**config.mk**
```make
export PLATFORM = sky130hd
export DESIGN_NAME = tcw_queue
export DESIGN_NICKNAME = d
export VERILOG_FILES = /design/src/rtl/tcw_pkg.sv /design/src/rtl/tcw_queue.sv
export SDC_FILE = /design/constraint.sdc
export NUM_CORES = 1
export LEC_CHECK = 0
export ABC_AREA = 1
export BUFFER_PORTS_ARGS = -buffer_cell sky130_fd_sc_hd__buf_2
export CAP_MARGIN = 0
export CORE_UTILIZATION = 50
export DETAILED_ROUTE_END_ITERATION = 12
export GPL_ROUTABILITY_DRIVEN = 1
export PLACE_DENSITY = 0.77
export REMOVE_ABC_BUFFERS = 1
export SETUP_SLACK_MARGIN = 0.4
export SLEW_MARGIN = 20
export SYNTH_ARGS = -nofsm -noshare
export SYNTH_HDL_FRONTEND = slang
export SYNTH_SLANG_ARGS = --single-unit
```
**constraint.sdc**
```tcl
create_clock -name clk -period 1.9 [get_ports clk]
set_clock_uncertainty 0.15 [all_clocks]
set_input_delay 0.38 -clock clk [delete_from_list [all_inputs] [get_ports clk]]
set_output_delay 0.38 -clock clk [all_outputs]
set_load 0.005 [all_outputs]
```
**src/rtl/tcw_pkg.sv**
```systemverilog
// ----------------------------------------------------------------------------
// tcw_pkg: shared types and constants of the text console writer
// Action codes, character codes, the command word passed from the front
// end to the back end, and the back end state encoding.
// ----------------------------------------------------------------------------
`default_nettype none

package tcw_pkg;

  // default geometry
  localparam int COLUMNS_DEF     = 80;
  localparam int ROWS_DEF        = 25;
  localparam int TAB_STOP_DEF    = 8;
  localparam int QUEUE_DEPTH_DEF = 4;

  // field widths of the channels
  localparam int ACTION_W = 3;
  localparam int CHAR_W   = 8;
  localparam int ATTR_W   = 8;
  localparam int POS_X_W  = 7;
  localparam int POS_Y_W  = 5;
  localparam int CELL_W   = CHAR_W + ATTR_W;

  // widest cell address over the whole parameter range (256 x 128 cells)
  localparam int ADDR_MAX_W = 15;

  localparam logic [ATTR_W-1:0] ATTR_RESET = 8'h07;
  localparam logic [CHAR_W-1:0] CH_NEWLINE = 8'h0A;
  localparam logic [CHAR_W-1:0] CH_TAB     = 8'h09;
  localparam logic [CHAR_W-1:0] CH_SPACE   = 8'h20;

  typedef enum logic [ACTION_W-1:0] {
    ACT_PUT_CHAR   = 3'd0,
    ACT_SET_CURSOR = 3'd1,
    ACT_CLEAR      = 3'd2,
    ACT_WRITE_CELL = 3'd3,
    ACT_READ_CELL  = 3'd4
  } action_t;

  // one classified word: memory work for the back end plus the result cursor
  typedef struct packed {
    logic                  wr;      // write chr/attr at addr
    logic                  rd;      // read cell at addr
    logic                  clear;   // blank the whole screen
    logic                  scroll;  // scroll up one row after the write
    logic [ADDR_MAX_W-1:0] addr;
    logic [CHAR_W-1:0]     chr;
    logic [ATTR_W-1:0]     attr;
    logic [POS_X_W-1:0]    col;
    logic [POS_Y_W-1:0]    row;
  } cmd_t;

  typedef enum logic [2:0] {
    BK_INIT,
    BK_IDLE,
    BK_READ,
    BK_SCROLL,
    BK_FILL,
    BK_CLEAR,
    BK_DONE
  } back_state_t;

endpackage

`default_nettype wire

```
**src/rtl/tcw_queue.sv**
```systemverilog
// ----------------------------------------------------------------------------
// tcw_queue: command queue between front and back end
// Small register FIFO so decode keeps going while the back end sweeps.
// ----------------------------------------------------------------------------
`default_nettype none

module tcw_queue #(
  parameter int DEPTH = tcw_pkg::QUEUE_DEPTH_DEF
) (
  input  wire logic          clk,
  input  wire logic          rst_n,
  input  wire logic          push,
  input  wire tcw_pkg::cmd_t push_data,
  output logic               not_full,
  input  wire logic          pop,
  output logic               head_valid,
  output tcw_pkg::cmd_t      head_data
);
  import tcw_pkg::*;

  localparam int PTR_W = $clog2(DEPTH);
  localparam int CNT_W = $clog2(DEPTH + 1);

  cmd_t             slots_r [DEPTH];
  logic [PTR_W-1:0] wr_ptr_r, rd_ptr_r;
  logic [CNT_W-1:0] count_r;

  assign not_full   = (count_r != CNT_W'(DEPTH));
  assign head_valid = (count_r != '0);
  assign head_data  = slots_r[rd_ptr_r];

  // storage
  always_ff @(posedge clk) begin
    if (push) begin
      slots_r[wr_ptr_r] <= push_data;
    end
  end

  // pointers and fill level
  always_ff @(posedge clk) begin
    if (!rst_n) begin
      wr_ptr_r <= '0;
      rd_ptr_r <= '0;
      count_r  <= '0;
    end else begin
      if (push) begin
        wr_ptr_r <= (wr_ptr_r == PTR_W'(DEPTH - 1)) ? '0 : wr_ptr_r + 1'b1;
      end
      if (pop) begin
        rd_ptr_r <= (rd_ptr_r == PTR_W'(DEPTH - 1)) ? '0 : rd_ptr_r + 1'b1;
      end
      if (push && !pop) begin
        count_r <= count_r + 1'b1;
      end else if (pop && !push) begin
        count_r <= count_r - 1'b1;
      end
    end
  end

endmodule

`default_nettype wire

```
==> flow_results.org <==
** Run status
- Outcome :: complete, but fails checks
- Violated checks :: negative setup slack

** Worst setup path
- STA classifies the critical path endpoint as a primary output.
- In this design, the stage delay of the slowest critical-path cell is 0.36 ns.
- Required time worst endpoint :: 1.37 ns
- Critical path arrival :: 1.65 ns
- The slowest stage of the critical path belongs to the cell sky130_fd_sc_hd__dfxtp_2.
- Highest fanout seen on the critical path :: 10
- Cell family with the largest share of critical-path delay :: buffers and inverters
- Sequence of cells on the critical path :: inv_2, buf_4, o21ai_0, o22ai_1, buf_2
- The critical path contains buffers and inverters numbering 3 combined.
- The worst setup path is launched from a flip-flop.
- Worst setup path class :: reg -> out
- For flop-to-flop paths, the worst setup slack is 0.45 ns.

** STA
- Unrepaired setup endpoints after global routing :: true
- Number of pins with negative max-slew slack in the final report :: 0
- For the pin with the worst max-slew slack, the measured transition is 0.277 ns.
- Of the available clock period, the critical path in the final layout requires 114%.
- Setup violations, final :: 47
- Final Worst Setup Slack :: -0.275 ns
- The hold violation count in the final report was 0.
- Upper clock frequency limit :: 460 MHz
- The worst pin sits at a relative slew slack of 81.5%.
- Final critical path time including I/O delays and setup :: 2.18 ns

** Finish
- In the final layout, the share of cells above drive strength 1 is 44.5%.
- In the final design database the tool counted 737 nets.
- # diodes :: 0
- The area growth from synthesis to layout is 31.4%.

** Synth
- In the synthesized netlist the dominant register cell turns out to be sky130_fd_sc_hd__edfxtp_1.
- Leading cell types by count after synthesis :: sky130_fd_sc_hd__edfxtp_1 (188), sky130_fd_sc_hd__o21ai_0 (85), sky130_fd_sc_hd__nor2_1 (72), sky130_fd_sc_hd__nor2_4 (27), sky130_fd_sc_hd__o22ai_2 (27)
- Summing every instance area after synthesis gives 7840 um2.
- Share of the yosys chip area belonging to registers :: 74.3%
- Area fraction of the dominant cell type after synthesis :: 72.0%
- Number of enable-type register cells in the synthesized netlist :: 188
- Counting every instance in the synthesized netlist gives 515.
- Yosys synthesis warning count :: 0
- Summed over all instances, the cell type with the most area after synthesis is sky130_fd_sc_hd__edfxtp_1.
- Fraction of registers with async set/reset :: 0%
- Yosys mapped the design onto 24 distinct sky130hd cell types.
- Area contributors post-synth :: sky130_fd_sc_hd__edfxtp_1 (72%), sky130_fd_sc_hd__o21ai_0 (5.4%), sky130_fd_sc_hd__o22ai_2 (4.3%)
- Synth Register Bits :: 197
- The most common cell in the synthesized netlist is sky130_fd_sc_hd__edfxtp_1.
- Post-synthesis area per instance :: 15.2 um2

** Power and ir drop
- For this design the ratio of total power to cell area is 961 nW/um2.
- Cell Int Power :: 0.00752 W
- The share of total power dissipated in combinational logic is 14.2%.
- Maximum VDD drop :: 0.748 mV
- Sequential cells burn 50.8% of the power.
- Power, Total :: 0.00990 W
- Switching power total :: 0.00238 W
- Leak :: 3.68 nW
- Clock power frac :: 35.0%
- Net switching is 24.0% of the power.

** Clock tree
- For this design, the sink count on the clock tree is 197.
- TritonCTS built the clock tree.
- The H-tree was split into 4 levels.
- The number of clock buffers added by TritonCTS is 17.
- Source-to-sink clock delay at the later pin of the worst-skew pair :: 0.43 ns
- Clock slew at the register clock pins of the worst setup and hold paths :: 0.07 ns
- Clock Path Buffers :: 2
- CTS Root Cell :: sky130_fd_sc_hd__clkbuf_16

** GRT
- Total GRT Usage :: 22.5%
- Initial antenna violation count :: 0
- Wire length of the first global-routing pass :: 26600 um
- Summed over all layers, the global routing overflow is 0.
- Number of global-route vias before repair :: 4942
- Entering global routing, the biggest net connects 48 pins.

** Floorplan
- Area enclosed by the die boundary :: 16200 um2
- The initialized floorplan defines 45 standard-cell rows.
- Number of top-level pins :: 100
- Die extent in y :: 127 um
- Die width :: 127 um
- Core area :: 15300 um2
- Initial core utilization :: 51.4%

** Place
- During placement, the flow inserted port buffers numbering 99.
- Worst slack after detailed placement :: 0.0625 ns
- Once detailed placement completed, the half-perimeter wirelength came to 9270 um.
- At the end of routability-driven placement, the weighted congestion stood at 0.752.

** Job
- Max-cap violations in this run came to 0.

** Hold path
- In this run the worst hold path is classified as in -> reg.

** Routing
- Using the TritonRoute via totals, the vias-per-cell ratio works out to 5.50.
- After the first detailed-routing iteration, the DRC count stood at 367.
- Dividing the detail-routed wire length by the instance count gives 20.8 um.
- After detailed routing, the total wire length is 18700 um.
- Detailed routing inserted a total of 4962 vias.
- Detail Route Antenna Nets :: 0
- Remaining routing DRC violations :: 0
- The first detailed-routing pass ran for 5 iterations.
-- flip-flops by register name, summed over array words and instances, names as in the netlist, named ones only --
| register | cells |
|---|---|
| slots_r | 188 |
| count_r | 3 |
| rd_ptr_r | 2 |
| wr_ptr_r | 2 |
-- per-layer routing --
metal  global-route usage (%)  vias to the layer above  wire, um
li1                         -                     2254         -
met1                     28.6                     2521      8110
met2                     37.8                      163      9410
met3                     4.90                       24       935
met4                     8.82                        0       289
met5                        0                        -         0
-- layout by cell type (no fill, tap or decap), types with 4 or more instances in the layout --
cell type,count
sky130_fd_sc_hd__edfxtp_1,188
sky130_fd_sc_hd__buf_2,99
sky130_fd_sc_hd__nor2_1,56
sky130_fd_sc_hd__o21ai_1,40
sky130_fd_sc_hd__o22ai_2,31
sky130_fd_sc_hd__o21ai_0,28
sky130_fd_sc_hd__dlygate4sd3_1,28
sky130_fd_sc_hd__nor2_4,27
sky130_fd_sc_hd__clkbuf_16,25
sky130_fd_sc_hd__o21ai_2,24
sky130_fd_sc_hd__o22ai_1,16
sky130_fd_sc_hd__nor2_2,16
sky130_fd_sc_hd__buf_4,15
sky130_fd_sc_hd__buf_12,11
sky130_fd_sc_hd__inv_2,9
sky130_fd_sc_hd__inv_1,7
sky130_fd_sc_hd__o21ai_4,6
sky130_fd_sc_hd__clkinv_2,6
sky130_fd_sc_hd__buf_16,6
sky130_fd_sc_hd__nand2_1,5
sky130_fd_sc_hd__ha_1,5
sky130_fd_sc_hd__dfxtp_2,5
sky130_fd_sc_hd__a21oi_1,4
sky130_fd_sc_hd__clkinvlp_4,4
-- layout make-up --
type / instances / area (um2)
clock buffer: 18 / 429
tap: 211 / 264
fill: 1049 / 4960
timing repair buffer: 173 / 1550
timing repair inverter: 2 / 22.5
multi-input combinational: 270 / 1960
sequential: 197 / 5840
inverter: 18 / 96.3
clock inverter: 14 / 138
-- power groups by stage --
stage	Clock, W	Sequential (W)	Combinational, W
global placement	0	0.00510	0.000990
detailed placement	0	0.00511	0.00102
finish	0.00346	0.00503	0.00141
global route	0.00366	0.00504	0.00151
floorplan	0	0.00513	0.000491
CTS	0.00350	0.00502	0.00121
-- logic make-up after synthesis --
logic type | Yosys count | share of synthesized area [%]
DFF | 197 | 74.3
AOI/OAI and AO/OA | 150 | 12.6
and+or+nand+nor | 113 | 8.11
buffers and inverters | 48 | 3.74
adders and majority gates | 7 | 1.21
-- through the flow --
stage               util, %  setup TNS, ns  area, um2  hold WS (ns)  instances
finish                 67.5         -11.16      10300        0.0173        903
floorplan                 -        -104.69       7620         0.329        485
global placement       56.8              0       8660         0.347        814
detailed placement     56.8              0       8660         0.369        814
global route           67.5         -13.30      10300       0.00655        903
CTS                    64.3          -9.81       9800     0.0000872        887
-- path summary, 6_finish.rpt --
kind	cells after the start	end	from
max	5	head_data[12]	flip-flop
min	1	slots_r[0][8]$_DFFE_PP_	push_data[8]
max reg2reg	5	slots_r[1][30]$_DFFE_PP_	wr_ptr_r[1]$_SDFFE_PN0P_
min reg2reg	2	wr_ptr_r[1]$_SDFFE_PN0P_	wr_ptr_r[1]$_SDFFE_PN0P_
-- repair_timing --
| item | 4_1_cts | 5_1_grt |
|---|---|---|
| endpoints found under the hold margin | 109 | 0 |
| hold buffers | 28 | 0 |
| endpoints found under the setup margin | 143 | 157 |
| cloned | 3 | 10 |
| resized for setup | 81 | 71 |
| pin swaps | 2 | 14 |
| buffers inserted | 10 | 6 |
No activity file was read; power rests on OpenSTA's default activity.
