<file path="src/rtl/tcw_pkg.sv">
// ----------------------------------------------------------------------------
// tcw_pkg: shared types and constants of the text console writer
// Action codes, character codes, the command word passed from the front
// end to the back end, and the back end state encoding.
// ----------------------------------------------------------------------------
`default_nettype none

package tcw_pkg;

  // default geometry
  localparam int COLUMNS_DEF     = 80;
  localparam int ROWS_DEF        = 25;
  localparam int TAB_STOP_DEF    = 8;
  localparam int QUEUE_DEPTH_DEF = 4;

  // field widths of the channels
  localparam int ACTION_W = 3;
  localparam int CHAR_W   = 8;
  localparam int ATTR_W   = 8;
  localparam int POS_X_W  = 7;
  localparam int POS_Y_W  = 5;
  localparam int CELL_W   = CHAR_W + ATTR_W;

  // widest cell address over the whole parameter range (256 x 128 cells)
  localparam int ADDR_MAX_W = 15;

  localparam logic [ATTR_W-1:0] ATTR_RESET = 8'h07;
  localparam logic [CHAR_W-1:0] CH_NEWLINE = 8'h0A;
  localparam logic [CHAR_W-1:0] CH_TAB     = 8'h09;
  localparam logic [CHAR_W-1:0] CH_SPACE   = 8'h20;

  typedef enum logic [ACTION_W-1:0] {
    ACT_PUT_CHAR   = 3'd0,
    ACT_SET_CURSOR = 3'd1,
    ACT_CLEAR      = 3'd2,
    ACT_WRITE_CELL = 3'd3,
    ACT_READ_CELL  = 3'd4
  } action_t;

  // one classified word: memory work for the back end plus the result cursor
  typedef struct packed {
    logic                  wr;      // write chr/attr at addr
    logic                  rd;      // read cell at addr
    logic                  clear;   // blank the whole screen
    logic                  scroll;  // scroll up one row after the write
    logic [ADDR_MAX_W-1:0] addr;
    logic [CHAR_W-1:0]     chr;
    logic [ATTR_W-1:0]     attr;
    logic [POS_X_W-1:0]    col;
    logic [POS_Y_W-1:0]    row;
  } cmd_t;

  typedef enum logic [2:0] {
    BK_INIT,
    BK_IDLE,
    BK_READ,
    BK_SCROLL,
    BK_FILL,
    BK_CLEAR,
    BK_DONE
  } back_state_t;

endpackage

`default_nettype wire

</file>
<file path="src/rtl/tcw_if.sv">
// ----------------------------------------------------------------------------
// tcw_if: valid/ready channels of the text console writer
// tcw_in_if carries action words in, tcw_out_if carries result words out.
// ----------------------------------------------------------------------------
`default_nettype none

interface tcw_in_if;
  logic                           valid;
  logic                           ready;
  logic [tcw_pkg::ACTION_W-1:0]   action;
  logic [tcw_pkg::CHAR_W-1:0]     char_code;
  logic [tcw_pkg::POS_X_W-1:0]    pos_x;
  logic [tcw_pkg::POS_Y_W-1:0]    pos_y;

  modport source (output valid, action, char_code, pos_x, pos_y, input ready);
  modport sink   (input valid, action, char_code, pos_x, pos_y, output ready);
endinterface


`default_nettype wire

</file>
<file path="src/rtl/tcw_front.sv">
// ----------------------------------------------------------------------------
// tcw_front: action decode and cursor tracking
// Accepts action words, owns the cursor and the attribute register, and
// turns each word into a command for the back end with its result cursor.
// ----------------------------------------------------------------------------
`default_nettype none

module tcw_front #(
  parameter int COLUMNS  = tcw_pkg::COLUMNS_DEF,
  parameter int ROWS     = tcw_pkg::ROWS_DEF,
  parameter int TAB_STOP = tcw_pkg::TAB_STOP_DEF
) (
  input  wire logic                       clk,
  input  wire logic                       rst_n,
  tcw_in_if.sink                          in_ch,
  input  wire logic                       cfg_we,
  input  wire logic [tcw_pkg::ATTR_W-1:0] cfg_wdata,
  input  wire logic                       init_done,
  input  wire logic                       q_ready,
  output logic                            q_push,
  output tcw_pkg::cmd_t                   q_data
);
  import tcw_pkg::*;

  localparam int CT     = COLUMNS * ROWS;
  localparam int AW     = $clog2(CT);
  localparam int CW     = $clog2(COLUMNS);
  localparam int RW     = $clog2(ROWS);
  localparam int PW     = $clog2(TAB_STOP);
  localparam int PW1    = PW + 1;
  localparam int DW     = $clog2(TAB_STOP + 1);
  localparam int SW     = CW + 2;          // column sum, up to three rows wide
  localparam int XW     = RW + 1;          // row that may run past the bottom
  localparam int BOT_PH = ((ROWS - 1) * COLUMNS) % TAB_STOP;

  logic [CW-1:0]     col_r, col_nxt;
  logic [RW-1:0]     row_r, row_nxt;
  logic [PW-1:0]     ph_r, ph_nxt;     // linear cursor offset mod tab stop
  logic [ATTR_W-1:0] attr_r;

  // tab phase of each row start and of each column
  logic [PW-1:0] row_ph [ROWS];
  logic [PW-1:0] col_ph [COLUMNS];

  for (genvar g = 0; g < ROWS; g++) begin : g_row_ph
    localparam int RP = (g * COLUMNS) % TAB_STOP;
    assign row_ph[g] = PW'(RP);
  end

  for (genvar g = 0; g < COLUMNS; g++) begin : g_col_ph
    localparam int CP = g % TAB_STOP;
    assign col_ph[g] = PW'(CP);
  end

  function automatic logic [AW-1:0] cell_addr(logic [RW-1:0] r, logic [CW-1:0] c);
    return AW'(r) * AW'(COLUMNS) + AW'(c);
  endfunction

  logic            accept;
  logic [DW-1:0]   tab_dist;
  logic [SW-1:0]   sum;
  logic [XW-1:0]   rowx;
  logic [PW-1:0]   pc_ph;
  logic            pc_wr;
  logic            pc_scroll;
  logic [CW-1:0]   cx;
  logic [RW-1:0]   cy;
  logic            xy_ok;
  logic [PW1-1:0]  xy_ph;

  assign in_ch.ready = init_done && q_ready;
  assign accept      = in_ch.valid && in_ch.ready;
  assign q_push      = accept;

  // put char: next cursor in column/row form plus tab phase
  always_comb begin
    tab_dist  = DW'(TAB_STOP) - DW'(ph_r);
    sum       = '0;
    rowx      = {1'b0, row_r};
    pc_ph     = '0;
    pc_wr     = 1'b0;
    case (in_ch.char_code)
      CH_NEWLINE: begin
        rowx = {1'b0, row_r} + 1'b1;
        if (rowx < XW'(ROWS)) begin
          pc_ph = row_ph[rowx[RW-1:0]];
        end
      end
      CH_TAB: begin
        sum = SW'(col_r) + SW'(tab_dist);
        if (sum >= SW'(2 * COLUMNS)) begin
          sum  = sum - SW'(2 * COLUMNS);
          rowx = rowx + XW'(2);
        end else if (sum >= SW'(COLUMNS)) begin
          sum  = sum - SW'(COLUMNS);
          rowx = rowx + 1'b1;
        end
      end
      default: begin
        pc_wr = 1'b1;
        sum   = SW'(col_r) + 1'b1;
        if (sum == SW'(COLUMNS)) begin
          sum  = '0;
          rowx = rowx + 1'b1;
        end
        pc_ph = (ph_r == PW'(TAB_STOP - 1)) ? '0 : ph_r + 1'b1;
      end
    endcase
    pc_scroll = (rowx >= XW'(ROWS));
  end

  // set cursor saturation and write/read range check
  always_comb begin
    cx    = ({2'b00, in_ch.pos_x} < 9'(COLUMNS)) ? CW'(in_ch.pos_x) : CW'(COLUMNS - 1);
    cy    = ({3'b000, in_ch.pos_y} < 8'(ROWS)) ? RW'(in_ch.pos_y) : RW'(ROWS - 1);
    xy_ok = ({2'b00, in_ch.pos_x} < 9'(COLUMNS)) && ({3'b000, in_ch.pos_y} < 8'(ROWS));
    xy_ph = PW1'(row_ph[cy]) + PW1'(col_ph[cx]);
    if (xy_ph >= PW1'(TAB_STOP)) begin
      xy_ph = xy_ph - PW1'(TAB_STOP);
    end
  end

  // command word and next cursor
  always_comb begin
    col_nxt       = col_r;
    row_nxt       = row_r;
    ph_nxt        = ph_r;
    q_data        = '0;
    q_data.chr    = in_ch.char_code;
    q_data.attr   = attr_r;
    case (in_ch.action)
      ACT_PUT_CHAR: begin
        q_data.wr     = pc_wr;
        q_data.addr   = ADDR_MAX_W'(cell_addr(row_r, col_r));
        q_data.scroll = pc_scroll;
        if (pc_scroll) begin
          col_nxt = '0;
          row_nxt = RW'(ROWS - 1);
          ph_nxt  = PW'(BOT_PH);
        end else begin
          col_nxt = CW'(sum);
          row_nxt = RW'(rowx);
          ph_nxt  = pc_ph;
        end
      end
      ACT_SET_CURSOR: begin
        col_nxt = cx;
        row_nxt = cy;
        ph_nxt  = PW'(xy_ph);
      end
      ACT_CLEAR: begin
        q_data.clear = 1'b1;
        col_nxt      = '0;
        row_nxt      = '0;
        ph_nxt       = '0;
      end
      ACT_WRITE_CELL: begin
        q_data.wr   = xy_ok;
        q_data.addr = ADDR_MAX_W'(cell_addr(cy, cx));
      end
      ACT_READ_CELL: begin
        q_data.rd   = xy_ok;
        q_data.addr = ADDR_MAX_W'(cell_addr(cy, cx));
      end
      default: begin
      end
    endcase
    q_data.col = POS_X_W'(col_nxt);
    q_data.row = POS_Y_W'(row_nxt);
  end

  // cursor and attribute registers
  always_ff @(posedge clk) begin
    if (!rst_n) begin
      col_r  <= '0;
      row_r  <= '0;
      ph_r   <= '0;
      attr_r <= ATTR_RESET;
    end else begin
      if (cfg_we) begin
        attr_r <= cfg_wdata;
      end
      if (accept) begin
        col_r <= col_nxt;
        row_r <= row_nxt;
        ph_r  <= ph_nxt;
      end
    end
  end

endmodule

`default_nettype wire

</file>
<file path="src/flat_wrapper.sv">
// flat-port wrapper written by rule: the top's interface ports become plain ports
module tcw_front_flat import tcw_pkg::*;
#(
  parameter int COLUMNS  = tcw_pkg::COLUMNS_DEF,
  parameter int ROWS     = tcw_pkg::ROWS_DEF,
  parameter int TAB_STOP = tcw_pkg::TAB_STOP_DEF
)
  (clk, rst_n, cfg_we, cfg_wdata, init_done, q_ready, q_push, q_data, in_ch_valid, in_ch_action, in_ch_char_code, in_ch_pos_x, in_ch_pos_y, in_ch_ready);
  tcw_in_if in_ch_i ();
  input  wire logic clk;
  input  wire logic rst_n;
  input  wire logic cfg_we;
  input  wire logic [tcw_pkg::ATTR_W-1:0] cfg_wdata;
  input  wire logic init_done;
  input  wire logic q_ready;
  output logic q_push;
  output tcw_pkg::cmd_t q_data;
  input wire logic [$bits(in_ch_i.valid)-1:0] in_ch_valid;
  input wire logic [$bits(in_ch_i.action)-1:0] in_ch_action;
  input wire logic [$bits(in_ch_i.char_code)-1:0] in_ch_char_code;
  input wire logic [$bits(in_ch_i.pos_x)-1:0] in_ch_pos_x;
  input wire logic [$bits(in_ch_i.pos_y)-1:0] in_ch_pos_y;
  output wire logic [$bits(in_ch_i.ready)-1:0] in_ch_ready;
  assign in_ch_i.valid = in_ch_valid;
  assign in_ch_i.action = in_ch_action;
  assign in_ch_i.char_code = in_ch_char_code;
  assign in_ch_i.pos_x = in_ch_pos_x;
  assign in_ch_i.pos_y = in_ch_pos_y;
  assign in_ch_ready = in_ch_i.ready;
  tcw_front #(.COLUMNS(COLUMNS), .ROWS(ROWS), .TAB_STOP(TAB_STOP)) u_core (.clk(clk), .rst_n(rst_n), .in_ch(in_ch_i), .cfg_we(cfg_we), .cfg_wdata(cfg_wdata), .init_done(init_done), .q_ready(q_ready), .q_push(q_push), .q_data(q_data));
endmodule
</file>
<file path="config.mk">
export PLATFORM = sky130hd
export DESIGN_NAME = tcw_front_flat
export DESIGN_NICKNAME = d
export VERILOG_FILES = /design/src/rtl/tcw_pkg.sv /design/src/rtl/tcw_if.sv /design/src/rtl/tcw_front.sv /design/src/flat_wrapper.sv
export SDC_FILE = /design/constraint.sdc
export NUM_CORES = 1
export LEC_CHECK = 0
export BUFFER_PORTS_ARGS = -buffer_cell sky130_fd_sc_hd__buf_4
export CAP_MARGIN = 0
export CORE_MARGIN = 2
export CORE_UTILIZATION = 50
export CTS_BUF_LIST = sky130_fd_sc_hd__clkbuf_16
export DETAILED_ROUTE_END_ITERATION = 8
export PLACE_DENSITY = 0.79
export SETUP_SLACK_MARGIN = 0.2
export SKIP_CTS_REPAIR_TIMING = 1
export SLEW_MARGIN = 20
export SYNTH_ARGS = -nofsm -noshare
export SYNTH_HDL_FRONTEND = slang
export SYNTH_SLANG_ARGS = --single-unit
</file>
<file path="constraint.sdc">
create_clock -name clk -period 4.55 [get_ports clk]
set_input_delay 0.455 -clock clk [delete_from_list [all_inputs] [get_ports clk]]
set_output_delay 0.455 -clock clk [all_outputs]
set_load 0.01 [all_outputs]
</file>
==> results.sh <==
export IMPL_status="finished with violations"
export IMPL_violations="setup timing"
export IMPL_grt_usage_pct=27.20
export IMPL_dieWidth_um=87.12
export IMPL_overflow=0
export IMPL_drt_iter0_drc=310
export IMPL_worstPathMaxFanout=4
export IMPL_io_buffer_count=81
export IMPL_wl_per_cell_um=17.63
export IMPL_rsz0062_at_grt="yes"
export IMPL_hp_class="in2reg"
export IMPL_via_per_inst=6.255
export IMPL_htreeDepth=1
export IMPL_end_kind="primary output"
export IMPL_ys_warn_count=0
export IMPL_async_flop_share_pct=0
export IMPL_slew_headroom_pct=54.59
export IMPL_yosysUniqueCellTypes=73
export IMPL_fin_crit_sh_pct=108.8
export IMPL_final_hold_violation_count=0
export IMPL_place_hpwl_mm=8.449
export IMPL_final_max_slew_viol_count=0
export IMPL_tns_ps=-3143
export IMPL_cp_start_kind="flop"
export IMPL_synth_most_common_cell="nand2_1"
export IMPL_final_util_pct=68.37
export IMPL_cts_root_buf="clkbuf_16"
export IMPL_ys_seq_elements=23
export IMPL_clock_latency_ps=260
export IMPL_fin_crit_ps=4949
export IMPL_vias=3972
export IMPL_cts_tree="yes"
export IMPL_grt_pass1_vias=3456
export IMPL_drv_cap=0
export IMPL_setup_viol=13
export IMPL_avgSynthCellArea_sq_um=7.592
export IMPL_rows=30
export IMPL_worstSetupPathType="reg2out"
export IMPL_cts_sinks=23
export IMPL_grt_antenna_before_repair=0
export IMPL_die_h_um=87.12
export IMPL_grt_pass1_wl_mm=16.94
export IMPL_grt_max_degree=24
export IMPL_yosys_area_top_type="dfxtp_1"
export IMPL_nets=629
export IMPL_worstPathArrival_ps=4490
export IMPL_synthTopCellsByArea="dfxtp_1 (13%), ha_1 (11%), o21ai_0 (5.7%)"
export IMPL_vdd_drop_max_uv=153.7
export IMPL_die_area_sq_um=7590
export IMPL_core_area_sq_um=6756
export IMPL_synth_area_sq_um=3455
export IMPL_ant_nets=0
export IMPL_cts_buffer_depth=2
export IMPL_synth_ff_type="dfxtp_1"
export IMPL_yosysTopAreaCellShare_pct=13.33
export IMPL_synth_common_cells="nand2_1 (40), o21ai_0 (39), nor2_1 (38), ha_1 (31), a21oi_1 (26)"
export IMPL_fmaxAchievable_mhz=202.1
export IMPL_antenna_diode_count=0
export IMPL_ys_seq_area_share_pct=13.33
export IMPL_syn_to_final_growth_pct=33.72
export IMPL_place_congestion=0.9815
export IMPL_fin_ws_ps=-399.1
export IMPL_first_pass_iters=5
export IMPL_cts_clk_slew_worst_paths_ps=60
export IMPL_io_pins=86
export IMPL_synth_edf_count=0
export IMPL_p_leak_nw=2.060
export IMPL_synthCells=455
export IMPL_cts_buffers=3
export IMPL_finClkSkew_ps=3.791
export IMPL_crit_required_ps=4090
export IMPL_drt_wl_total_mm=11.20
export IMPL_tightest_slew_ps=681.1
export IMPL_start_util_pct=51.13
export IMPL_drive_gt1_share_pct=34.59
export IMPL_drc_errors=0
export IMPL_p_per_area_nw_per_um2=156.3
where the power goes:
group | switching, mW | internal (mW)
combinational | 0.158 | 0.146
sequential | 0.0117 | 0.209
clock | 0.0778 | 0.118
total | 0.248 | 0.474
sequential cells by signal, indices dropped and copies added, names as in the netlist:
signal         flops
u_core.ph_r        3
u_core.row_r       5
u_core.attr_r      8
u_core.col_r       7
metrics by stage:
step | power, mW | area [sq um] | hold WS, ps | cells | setup slack, ps
3_5_place_dp | 0.5032 | 4218 | 465.7 | 618 | -139.1
3_3_place_gp | 0.4978 | 4218 | 458.2 | 618 | 46.50
5_1_grt | 0.7530 | 4619 | 428.4 | 635 | -506.8
4_1_cts | 0.6967 | 4298 | 415.2 | 622 | -434.7
6_report | 0.7221 | 4619 | 411.5 | 635 | -399.1
2_1_floorplan | 0.3987 | 3493 | 501.4 | 458 | 201.3
cell usage in the layout (no fill, tap or decap), types with 10 or more instances in the layout:
master   instances
a21oi_1         23
buf_4          119
buf_6           10
dfxtp_1         20
ha_1            27
inv_1           14
nand2_1         38
nand3_1         13
nor2_1          37
nor2b_1         11
o21ai_0         35
o22ai_1         10
xnor2_1         18
path summary, 6_finish.rpt:
kind | start | endpoint | slack [ps] | depth (start not counted)
worst min register to register | u_core.attr_r[2]$_SDFFE_PN1P_ | u_core.attr_r[2]$_SDFFE_PN1P_ | 480 | 2
worst min-delay path | cfg_wdata[1] | u_core.attr_r[1]$_SDFFE_PN1P_ | 410 | 3
worst max-delay path | u_core.ph_r[0]$_SDFFE_PN0P_ | q_data[11] | -400 | 20
worst max register to register | u_core.ph_r[0]$_SDFFE_PN0P_ | u_core.col_r[6]$_SDFFE_PN0P_ | 270 | 20
cell families (layout without fill, tap and decap cells):
logic type	after synthesis	after routing	synth area share, %
buf+inv	53	150	8.982
xor+xnor	29	29	7.353
flops	23	23	13.33
fa+ha+maj	36	36	14.13
compound gates	152	152	30.24
other cells	1	4	0.1086
simple gates	151	151	22.93
mux	10	10	2.934
critical path, stage by stage (launching register included):
cell and delay [ps]:
dfxtp_4 370, inv_4 40, ha_4 230, fa_2 420, a211oi_4 280, nor2_2 80, xor2_1 190, inv_1 100
ha_2 180, and4bb_2 220, nand4_1 140, nand4_4 160, a221oi_2 300, a311oi_1 90, or3_1 430, a311o_1 330
buf_4 160, buf_6 130, a31oi_4 160, nor2_1 90, buf_4 150
final cells by class:
| cell class | instances | area (sq um) |
|---|---|---|
| Clock buffer | 3 | 75.07 |
| Tap cell | 80 | 100.1 |
| Clock inverter | 1 | 5.005 |
| Multi-Input combinational cell | 382 | 2900 |
| Inverter | 17 | 66.31 |
| Fill cell | 560 | 2137 |
| Timing Repair Buffer | 129 | 1006 |
| Sequential cell | 23 | 466.7 |
routing by layer:
layer  GRT usage [%]  vias to the layer above  share of wire [%]
met2           45.04                      233                 48
met1           39.25                     1851                 43
met4           4.476                        0                1.4
li1                -                     1864                  -
met5               0                        -                  0
met3           2.180                       24                8.0
(Power assumes the default switching activity.)
